[src/sv/psc_pkg.sv]
// ----------------------------------------------------------------------------
// psc_pkg
// Shared types and constants for the prism sub-element connectivity block.
// ----------------------------------------------------------------------------
package psc_pkg;

   localparam int unsigned MAX_DEGREE = 8;
   localparam int unsigned DEG_W      = 4;
   localparam int unsigned LAYER_W    = 3;
   localparam int unsigned NODE_W     = 9;
   localparam int unsigned TRI_W      = 6;
   localparam int unsigned IDX_W      = 3;

   typedef logic [DEG_W-1:0]   degree_type;
   typedef logic [LAYER_W-1:0] layer_type;
   typedef logic [NODE_W-1:0]  node_type;
   typedef logic [TRI_W-1:0]   tri_type;
   typedef logic [IDX_W-1:0]   idx_type;

   typedef enum logic [1:0] {
      ST_IDLE,
      ST_RUN,
      ST_BAD
   } state_type;

   typedef struct packed {
      logic load_req;
      logic step;
      logic emit_bad;
   } cmd_type;

   typedef struct packed {
      logic bad_req;
      logic out_free;
      logic last_item;
   } stat_type;

   // triangle node count (p+1)(p+2)/2
   function automatic tri_type tri_count(degree_type p);
      tri_type t;
      case (p)
         4'd0:    t = 6'd1;
         4'd1:    t = 6'd3;
         4'd2:    t = 6'd6;
         4'd3:    t = 6'd10;
         4'd4:    t = 6'd15;
         4'd5:    t = 6'd21;
         4'd6:    t = 6'd28;
         4'd7:    t = 6'd36;
         4'd8:    t = 6'd45;
         default: t = 6'd45;
      endcase
      return t;
   endfunction

endpackage

[src/sv/psc_if.sv]
// ----------------------------------------------------------------------------
// psc_req_if / psc_rsp_if
// Valid/ready channels for layer requests and sub-prism results.
// ----------------------------------------------------------------------------
interface psc_req_if;
   import psc_pkg::*;
   logic      valid;
   logic      ready;
   layer_type layer;

   modport source (output valid, output layer, input ready);
   modport sink   (input valid, input layer, output ready);
endinterface

interface psc_rsp_if;
   import psc_pkg::*;
   logic     valid;
   logic     ready;
   node_type node_a;
   node_type node_b;
   node_type node_c;
   node_type node_d;
   node_type node_e;
   node_type node_f;
   logic     last;
   logic     bad_layer;

   modport source (output valid, output node_a, output node_b, output node_c,
                   output node_d, output node_e, output node_f, output last,
                   output bad_layer, input ready);
   modport sink   (input valid, input node_a, input node_b, input node_c,
                   input node_d, input node_e, input node_f, input last,
                   input bad_layer, output ready);
endinterface

[src/sv/psc_ctrl.sv]
// ----------------------------------------------------------------------------
// psc_ctrl
// Sequencer: accepts a request, then commands the datapath once per result.
// ----------------------------------------------------------------------------
module psc_ctrl (
   input  logic               clock,
   input  logic               reset,
   input  logic               req_valid,
   output logic               req_ready,
   input  psc_pkg::stat_type  stat,
   output psc_pkg::cmd_type   cmd
);
   import psc_pkg::*;

   state_type state_ff;
   state_type state_in;

   always_ff @(posedge clock) begin
      if (reset) begin
         state_ff <= ST_IDLE;
      end else begin
         state_ff <= state_in;
      end
   end

   always_comb begin
      state_in = state_ff;
      case (state_ff)
         ST_IDLE: begin
            if (req_valid) begin
               state_in = stat.bad_req ? ST_BAD : ST_RUN;
            end
         end
         ST_RUN: begin
            if (stat.out_free && stat.last_item) begin
               state_in = ST_IDLE;
            end
         end
         ST_BAD: begin
            if (stat.out_free) begin
               state_in = ST_IDLE;
            end
         end
         default: state_in = ST_IDLE;
      endcase
   end

   always_comb begin
      req_ready    = 1'b0;
      cmd.load_req = 1'b0;
      cmd.step     = 1'b0;
      cmd.emit_bad = 1'b0;
      case (state_ff)
         ST_IDLE: begin
            req_ready    = 1'b1;
            cmd.load_req = req_valid;
         end
         ST_RUN:  cmd.step     = stat.out_free;
         ST_BAD:  cmd.emit_bad = stat.out_free;
         default: req_ready    = 1'b0;
      endcase
   end

endmodule

[src/sv/psc_dp.sv]
// ----------------------------------------------------------------------------
// psc_dp
// Row/column walk over one layer, node arithmetic and the result register.
// ----------------------------------------------------------------------------
module psc_dp (
   input  logic                  clock,
   input  logic                  reset,
   input  logic                  csr_we,
   input  psc_pkg::degree_type   csr_wdata,
   input  psc_pkg::layer_type    req_layer,
   input  psc_pkg::cmd_type      cmd,
   output psc_pkg::stat_type     stat,
   psc_rsp_if.source             rsp
);
   import psc_pkg::*;

   degree_type degree_ff;
   degree_type deg_eff;
   tri_type    tri_ff;
   node_type   start_ff, start_in;
   node_type   prev_ff, prev_in;
   idx_type    row_ff, row_in;
   idx_type    col_ff, col_in;
   logic       down_ff, down_in;

   logic       valid_ff;
   node_type   na_ff, nb_ff, nc_ff, nd_ff, ne_ff, nf_ff;
   logic       last_ff, bad_ff;

   degree_type rem;
   logic       col_last;
   logic       row_last;
   node_type   next_row;
   node_type   na, nb, nc;
   node_type   tri_ext;

   assign deg_eff  = (degree_ff > DEG_W'(MAX_DEGREE)) ? DEG_W'(MAX_DEGREE) : degree_ff;
   assign rem      = deg_eff - {1'b0, row_ff} - 4'd1;
   assign col_last = ({1'b0, col_ff} == rem);
   assign row_last = ({1'b0, row_ff} == (deg_eff - 4'd1));
   assign next_row = start_ff + NODE_W'(deg_eff) + 9'd1 - NODE_W'(row_ff);
   assign tri_ext  = NODE_W'(tri_ff);

   assign na = start_ff + NODE_W'(col_ff);
   assign nb = down_ff ? (prev_ff + 9'd1 + NODE_W'(col_ff)) : (na + 9'd1);
   assign nc = down_ff ? (na + 9'd1) : (next_row + NODE_W'(col_ff));

   assign stat.bad_req   = ({1'b0, req_layer} >= deg_eff);
   assign stat.out_free  = !valid_ff || rsp.ready;
   assign stat.last_item = !down_ff && col_last && row_last;

   always_ff @(posedge clock) begin
      if (reset) begin
         degree_ff <= 4'd1;
      end else if (csr_we) begin
         degree_ff <= csr_wdata;
      end
   end

   always_comb begin
      start_in = start_ff;
      prev_in  = prev_ff;
      row_in   = row_ff;
      col_in   = col_ff;
      down_in  = down_ff;
      if (cmd.load_req) begin
         start_in = NODE_W'(req_layer) * NODE_W'(tri_count(deg_eff));
         prev_in  = NODE_W'(req_layer) * NODE_W'(tri_count(deg_eff));
         row_in   = '0;
         col_in   = '0;
         down_in  = 1'b0;
      end else if (cmd.step) begin
         if (!col_last) begin
            col_in = col_ff + 3'd1;
         end else if (down_ff) begin
            col_in  = '0;
            down_in = 1'b0;
         end else begin
            col_in   = '0;
            down_in  = 1'b1;
            row_in   = row_ff + 3'd1;
            prev_in  = start_ff;
            start_in = next_row;
         end
      end
   end

   always_ff @(posedge clock) begin
      start_ff <= start_in;
      prev_ff  <= prev_in;
      row_ff   <= row_in;
      col_ff   <= col_in;
      down_ff  <= down_in;
      if (cmd.load_req) begin
         tri_ff <= tri_count(deg_eff);
      end
   end

   always_ff @(posedge clock) begin
      if (reset) begin
         valid_ff <= 1'b0;
      end else if (cmd.step || cmd.emit_bad) begin
         valid_ff <= 1'b1;
      end else if (rsp.ready) begin
         valid_ff <= 1'b0;
      end
   end

   always_ff @(posedge clock) begin
      if (cmd.emit_bad) begin
         na_ff   <= '0;
         nb_ff   <= '0;
         nc_ff   <= '0;
         nd_ff   <= '0;
         ne_ff   <= '0;
         nf_ff   <= '0;
         last_ff <= 1'b1;
         bad_ff  <= 1'b1;
      end else if (cmd.step) begin
         na_ff   <= na;
         nb_ff   <= nb;
         nc_ff   <= nc;
         nd_ff   <= na + tri_ext;
         ne_ff   <= nb + tri_ext;
         nf_ff   <= nc + tri_ext;
         last_ff <= stat.last_item;
         bad_ff  <= 1'b0;
      end
   end

   assign rsp.valid     = valid_ff;
   assign rsp.node_a    = na_ff;
   assign rsp.node_b    = nb_ff;
   assign rsp.node_c    = nc_ff;
   assign rsp.node_d    = nd_ff;
   assign rsp.node_e    = ne_ff;
   assign rsp.node_f    = nf_ff;
   assign rsp.last      = last_ff;
   assign rsp.bad_layer = bad_ff;

endmodule

[src/sv/prism_subelement_connectivity.sv]
// ----------------------------------------------------------------------------
// prism_subelement_connectivity
// Emits the six node indices of every linear sub-prism in one prism layer.
// ----------------------------------------------------------------------------
// One request is handled at a time. A valid layer at degree p is accepted
// and then delivers p*p results, one per cycle while the result side keeps
// up, set by the single row/column walk in the datapath; a rejected layer
// is accepted and then registers its single result, flagged bad, once the
// result side is free. The effective degree saturates at 8; the degree register
// is to be written only while idle, by the user; the block itself does not enforce this.
module prism_subelement_connectivity (
   input  logic                 clock,
   input  logic                 reset,
   input  logic                 csr_we,
   input  psc_pkg::degree_type  csr_wdata,
   psc_req_if.sink              req_chan,
   psc_rsp_if.source            rsp_chan
);
   import psc_pkg::*;

   cmd_type  cmd;
   stat_type stat;

   psc_ctrl u_ctrl (
      .clock     (clock),
      .reset     (reset),
      .req_valid (req_chan.valid),
      .req_ready (req_chan.ready),
      .stat      (stat),
      .cmd       (cmd)
   );

   psc_dp u_dp (
      .clock     (clock),
      .reset     (reset),
      .csr_we    (csr_we),
      .csr_wdata (csr_wdata),
      .req_layer (req_chan.layer),
      .cmd       (cmd),
      .stat      (stat),
      .rsp       (rsp_chan)
   );

endmodule

[src/flat_wrapper.sv]
// flat-port wrapper written by rule: the top's interface ports become plain ports
module prism_subelement_connectivity_flat import psc_pkg::*;
  (clock, reset, csr_we, csr_wdata, req_chan_valid, req_chan_layer, req_chan_ready, rsp_chan_valid, rsp_chan_node_a, rsp_chan_node_b, rsp_chan_node_c, rsp_chan_node_d, rsp_chan_node_e, rsp_chan_node_f, rsp_chan_last, rsp_chan_bad_layer, rsp_chan_ready);
  psc_req_if req_chan_i ();
  psc_rsp_if rsp_chan_i ();
  input  logic clock;
  input  logic reset;
  input  logic csr_we;
  input  psc_pkg::degree_type csr_wdata;
  input wire logic [$bits(req_chan_i.valid)-1:0] req_chan_valid;
  input wire logic [$bits(req_chan_i.layer)-1:0] req_chan_layer;
  output wire logic [$bits(req_chan_i.ready)-1:0] req_chan_ready;
  output wire logic [$bits(rsp_chan_i.valid)-1:0] rsp_chan_valid;
  output wire logic [$bits(rsp_chan_i.node_a)-1:0] rsp_chan_node_a;
  output wire logic [$bits(rsp_chan_i.node_b)-1:0] rsp_chan_node_b;
  output wire logic [$bits(rsp_chan_i.node_c)-1:0] rsp_chan_node_c;
  output wire logic [$bits(rsp_chan_i.node_d)-1:0] rsp_chan_node_d;
  output wire logic [$bits(rsp_chan_i.node_e)-1:0] rsp_chan_node_e;
  output wire logic [$bits(rsp_chan_i.node_f)-1:0] rsp_chan_node_f;
  output wire logic [$bits(rsp_chan_i.last)-1:0] rsp_chan_last;
  output wire logic [$bits(rsp_chan_i.bad_layer)-1:0] rsp_chan_bad_layer;
  input wire logic [$bits(rsp_chan_i.ready)-1:0] rsp_chan_ready;
  assign req_chan_i.valid = req_chan_valid;
  assign req_chan_i.layer = req_chan_layer;
  assign req_chan_ready = req_chan_i.ready;
  assign rsp_chan_valid = rsp_chan_i.valid;
  assign rsp_chan_node_a = rsp_chan_i.node_a;
  assign rsp_chan_node_b = rsp_chan_i.node_b;
  assign rsp_chan_node_c = rsp_chan_i.node_c;
  assign rsp_chan_node_d = rsp_chan_i.node_d;
  assign rsp_chan_node_e = rsp_chan_i.node_e;
  assign rsp_chan_node_f = rsp_chan_i.node_f;
  assign rsp_chan_last = rsp_chan_i.last;
  assign rsp_chan_bad_layer = rsp_chan_i.bad_layer;
  assign rsp_chan_i.ready = rsp_chan_ready;
  prism_subelement_connectivity u_core (.clock(clock), .reset(reset), .csr_we(csr_we), .csr_wdata(csr_wdata), .req_chan(req_chan_i), .rsp_chan(rsp_chan_i));
endmodule
[config.mk]
export PLATFORM = sky130hd
export DESIGN_NAME = prism_subelement_connectivity_flat
export DESIGN_NICKNAME = d
export VERILOG_FILES = /design/src/sv/psc_pkg.sv /design/src/sv/psc_if.sv /design/src/sv/psc_ctrl.sv /design/src/sv/psc_dp.sv /design/src/sv/prism_subelement_connectivity.sv /design/src/flat_wrapper.sv
export SDC_FILE = /design/constraint.sdc
export NUM_CORES = 1
export LEC_CHECK = 0
export BUFFER_PORTS_ARGS = -buffer_cell sky130_fd_sc_hd__buf_2
export CAP_MARGIN = 20
export CORE_UTILIZATION = 64
export CTS_CLUSTER_DIAMETER = 60
export DETAILED_ROUTE_END_ITERATION = 8
export PLACE_DENSITY = 0.86
export SLEW_MARGIN = 20
export SYNTH_ARGS = -nofsm -noshare
export SYNTH_HDL_FRONTEND = slang
export SYNTH_SLANG_ARGS = --single-unit
[constraint.sdc]
create_clock -name clock -period 8.1 [get_ports clock]
set_input_delay 1.215 -clock clock [delete_from_list [all_inputs] [get_ports clock]]
set_output_delay 1.215 -clock clock [all_outputs]
set_load 0.02 [all_outputs]
==> impl_metrics.yaml <==
setup_path:
  required_ns: 8.32
  end_kind: "register"
  critPathMaxFanout: 8
  worstSetupPathType: "register to register"
  cp-start-kind: "register"
  arrival_ns: 5.08
synthesis:
  synth_cell_types: 66
  synthesis.area_sq_um: 6480
  synthCells: 737
  synth_top_area_share_pct: 21.6
  synth_seq_cells: 94
  synth_async_sr_flop_share_pct: 0
  synth_edf_count: 24
  yosysWarnings: 0
  synthTopCellsByArea: "dfxtp_1 22%, ha_1 12%, edfxtp_1 11%, nand2_1 7.2%, xnor2_1 4.9%"
  yosysTopAreaCell: "dfxtp_1"
  syn_area_per_cell_sq_um: 8.79
  synth_ff_type: "dfxtp_1"
  yosysSeqAreaShare_pct: 32.8
  synth_nets: 825
sta:
  fin_worst_skew_ns: 0.0105
  holdWs_ns: 0.454
  setup_viol: 0
  fmax_mhz: 206
  grt_setup_unrepaired: "false"
  worst-slew-pin-transition_ns: 0.943
  drv_slew: 0
  period_share_pct: 60.0
  period_needed_ns: 4.86
  finalHoldViolCount: 0
  max-slew-margin-rel_pct: 37.1
  tns_ns: 0
power:
  ir_drop_v: 0.000158
  total_power_w: 0.00287
  p_leak_nw: 3.28
  p_per_area_nw_per_um2: 401
cells_and_area:
  syn_to_final_growth_pct: 10.3
  nets: 881
  diodes: 0
  fin_cells: 931
  drive_above_1_share_pct: 16.3
floorplanning:
  fp-row-count: 36
  die_h_um: 103
  ios: 70
  start_util_pct: 66.3
  coreArea_sq_um: 9770
  die_w_um: 103
  die_area_sq_um: 10500
detailed_routing:
  viasPerCell: 5.78
  wl_per_cell_um: 16.1
  first_pass_iters: 5
  via_count: 5379
  drtIter0Drc: 176
  drc: 0
  drt-total-wl_um: 15000
  postRouteAntennaNets: 0
status:
  outcome: "finished clean"
placed_design:
  gp_congestion: 0.993
  io_buffers: 69
  dpl.cell_count: 915
  place.detailed.hpwl_um: 11600
cts:
  clk-insertion-delay-late_ns: 0.38
  cts_root_buffer: "clkbuf_8"
  ctsResizeCount: 0
  hold_buffers: 0
  clk_path_buf_depth: 2
  htree_num_levels: 3
  cts_made_buffers: 9
  clkTransAtPathRegs_ns: 0.09
  post_cts_buffers: 0
  clkSinkCount: 94
  cts_tree: "done"
grt:
  grt_max_degree: 72
  grt_pass1_wl_um: 24000
  antenna_found_initial: 0
  grt_pass1_vias: 5205
  track_usage_pct: 29.7
  grt.overflow.total: 0
hold_path:
  min_path_type: "register to register"
flow_run:
  maxCapViolations: 0
## worst paths after layout
path,slack (ns),cells past startpoint,endpoint,startpoint
max,3.24,21,u_core.u_dp.rsp.node_f[8]$_SDFFE_PP0P_,u_core.u_dp.degree_ff[3]$_SDFFE_PP0P_
min,0.45,2,u_core.u_dp.rsp.node_e[5]$_SDFFE_PP0P_,u_core.u_dp.rsp.node_e[5]$_SDFFE_PP0P_
max reg2reg,3.24,21,u_core.u_dp.rsp.node_f[8]$_SDFFE_PP0P_,u_core.u_dp.degree_ff[3]$_SDFFE_PP0P_
min reg2reg,0.45,2,u_core.u_dp.rsp.node_e[5]$_SDFFE_PP0P_,u_core.u_dp.rsp.node_e[5]$_SDFFE_PP0P_
## final cells by class
| cell class | count | area [sq um] |
|---|---|---|
| multi-input combinational | 573 | 4110 |
| inverter | 43 | 161 |
| fill | 731 | 2630 |
| sequential | 94 | 2120 |
| clock inverter | 6 | 93.8 |
| tap | 133 | 166 |
| timing repair buffer | 72 | 368 |
| clock buffer | 10 | 128 |
## synth_stat cells, types with 3 or more instances
| library cell | number |
|---|---|
| a21o_1 | 23 |
| xor2_1 | 25 |
| a21oi_1 | 59 |
| edfxtp_1 | 24 |
| clkbuf_1 | 23 |
| o21a_1 | 7 |
| or2_2 | 4 |
| a211oi_1 | 11 |
| xnor2_1 | 36 |
| dfxtp_1 | 70 |
| mux2_2 | 3 |
| ha_1 | 62 |
| nand3_1 | 11 |
| o21ai_0 | 22 |
| buf_2 | 3 |
| and3_1 | 6 |
| fa_1 | 14 |
| inv_1 | 40 |
| nor2b_1 | 12 |
| nor2_1 | 57 |
| and2_1 | 5 |
| nand4_1 | 3 |
| mux2i_1 | 9 |
| o21ai_1 | 5 |
| nand2b_1 | 9 |
| nand2_1 | 125 |
| a211oi_2 | 5 |
| a21oi_2 | 3 |
| nor3_1 | 11 |
## cells in the final DEF, fill, tap and decap left out, types with 3 or more instances in the layout
cell        n
a211oi_1   11
a211oi_2    5
a21o_1     23
a21oi_1    59
a21oi_2     3
and2_1      5
and3_1      6
buf_2      69
buf_4       3
clkbuf_8    9
dfxtp_1    70
edfxtp_1   24
fa_1       14
ha_1       62
inv_1      40
mux2_2      3
mux2i_1     9
nand2_1   125
nand2b_1    8
nand3_1    11
nand4_1     3
nor2_1     55
nor2b_1    12
nor3_1     11
o21a_1      7
o21ai_0    22
o21ai_1     5
or2_2       4
xnor2_1    36
xor2_1     25
## worst max-delay path, stage by stage, from the launching register on
cell and delay (ns):
dfxtp_1 0.49, inv_2 0.11, nand2_1 0.17, inv_1 0.10
xnor2_1 0.17, ha_1 0.20, or2_2 0.32, fa_1 0.45
xor2_1 0.21, ha_1 0.35, a21oi_1 0.11, or3b_1 0.45
nand2_1 0.09, o21ai_0 0.10, ha_1 0.36, a21oi_1 0.28
nor2b_1 0.09, o21ai_0 0.20, nand2b_1 0.12, nand3_1 0.11
xor2_1 0.15, o21ai_1 0.08
## routing by layer
layer | part of all wire [%] | vias to the layer above | GRT usage (%)
met3 | 4.2 | 39 | 4.00
li1 | - | 2628 | -
met4 | 3.4 | 0 | 14.9
met2 | 51 | 163 | 52.8
met5 | 0 | - | 0
met1 | 42 | 2549 | 35.1
## report_power, final
group          switching, W  total [W]  internal (W)
Clock              0.000172   0.000350      0.000177
Sequential         0.000113   0.000783      0.000671
Combinational       0.00103    0.00173      0.000706
## sequential cells by signal, indices dropped and copies added (netlist names)
| signal | flops |
|---|---|
| u_core.u_dp.prev_ff | 9 |
| u_core.u_dp.rsp.node_a | 9 |
| u_core.u_dp.rsp.node_b | 9 |
| u_core.u_dp.rsp.node_c | 9 |
| u_core.u_dp.rsp.node_d | 9 |
| u_core.u_dp.rsp.node_e | 9 |
| u_core.u_dp.rsp.node_f | 9 |
| u_core.u_dp.start_ff | 9 |
| u_core.u_dp.tri_ff | 6 |
| u_core.u_dp.degree_ff | 4 |
| u_core.u_dp.col_ff | 3 |
| u_core.u_dp.row_ff | 3 |
| u_core.u_ctrl.state_ff | 2 |
| u_core.u_dp.down_ff | 1 |
| u_core.u_dp.rsp.bad_layer | 1 |
| u_core.u_dp.rsp.last | 1 |
| u_core.u_dp.rsp.valid | 1 |
## cells by family after synthesis
group	count (synthesis)	synth area share, %
buf+inv	70	4.11
simple gates	261	18.8
xor+xnor	65	9.25
flops	94	32.8
mux	14	2.61
compound gates	157	16.1
fa+ha+maj	76	16.3
## through the flow
step	setup slack, ns	utilization, %	area [sq um]
detailed placement	3.32	70.9	6930
CTS	3.31	73.1	7150
global route	2.94	73.1	7150
global placement	3.68	70.9	6930
finish	3.24	73.1	7150
floorplan	3.92	-	6480
(Power assumes the default switching activity.)
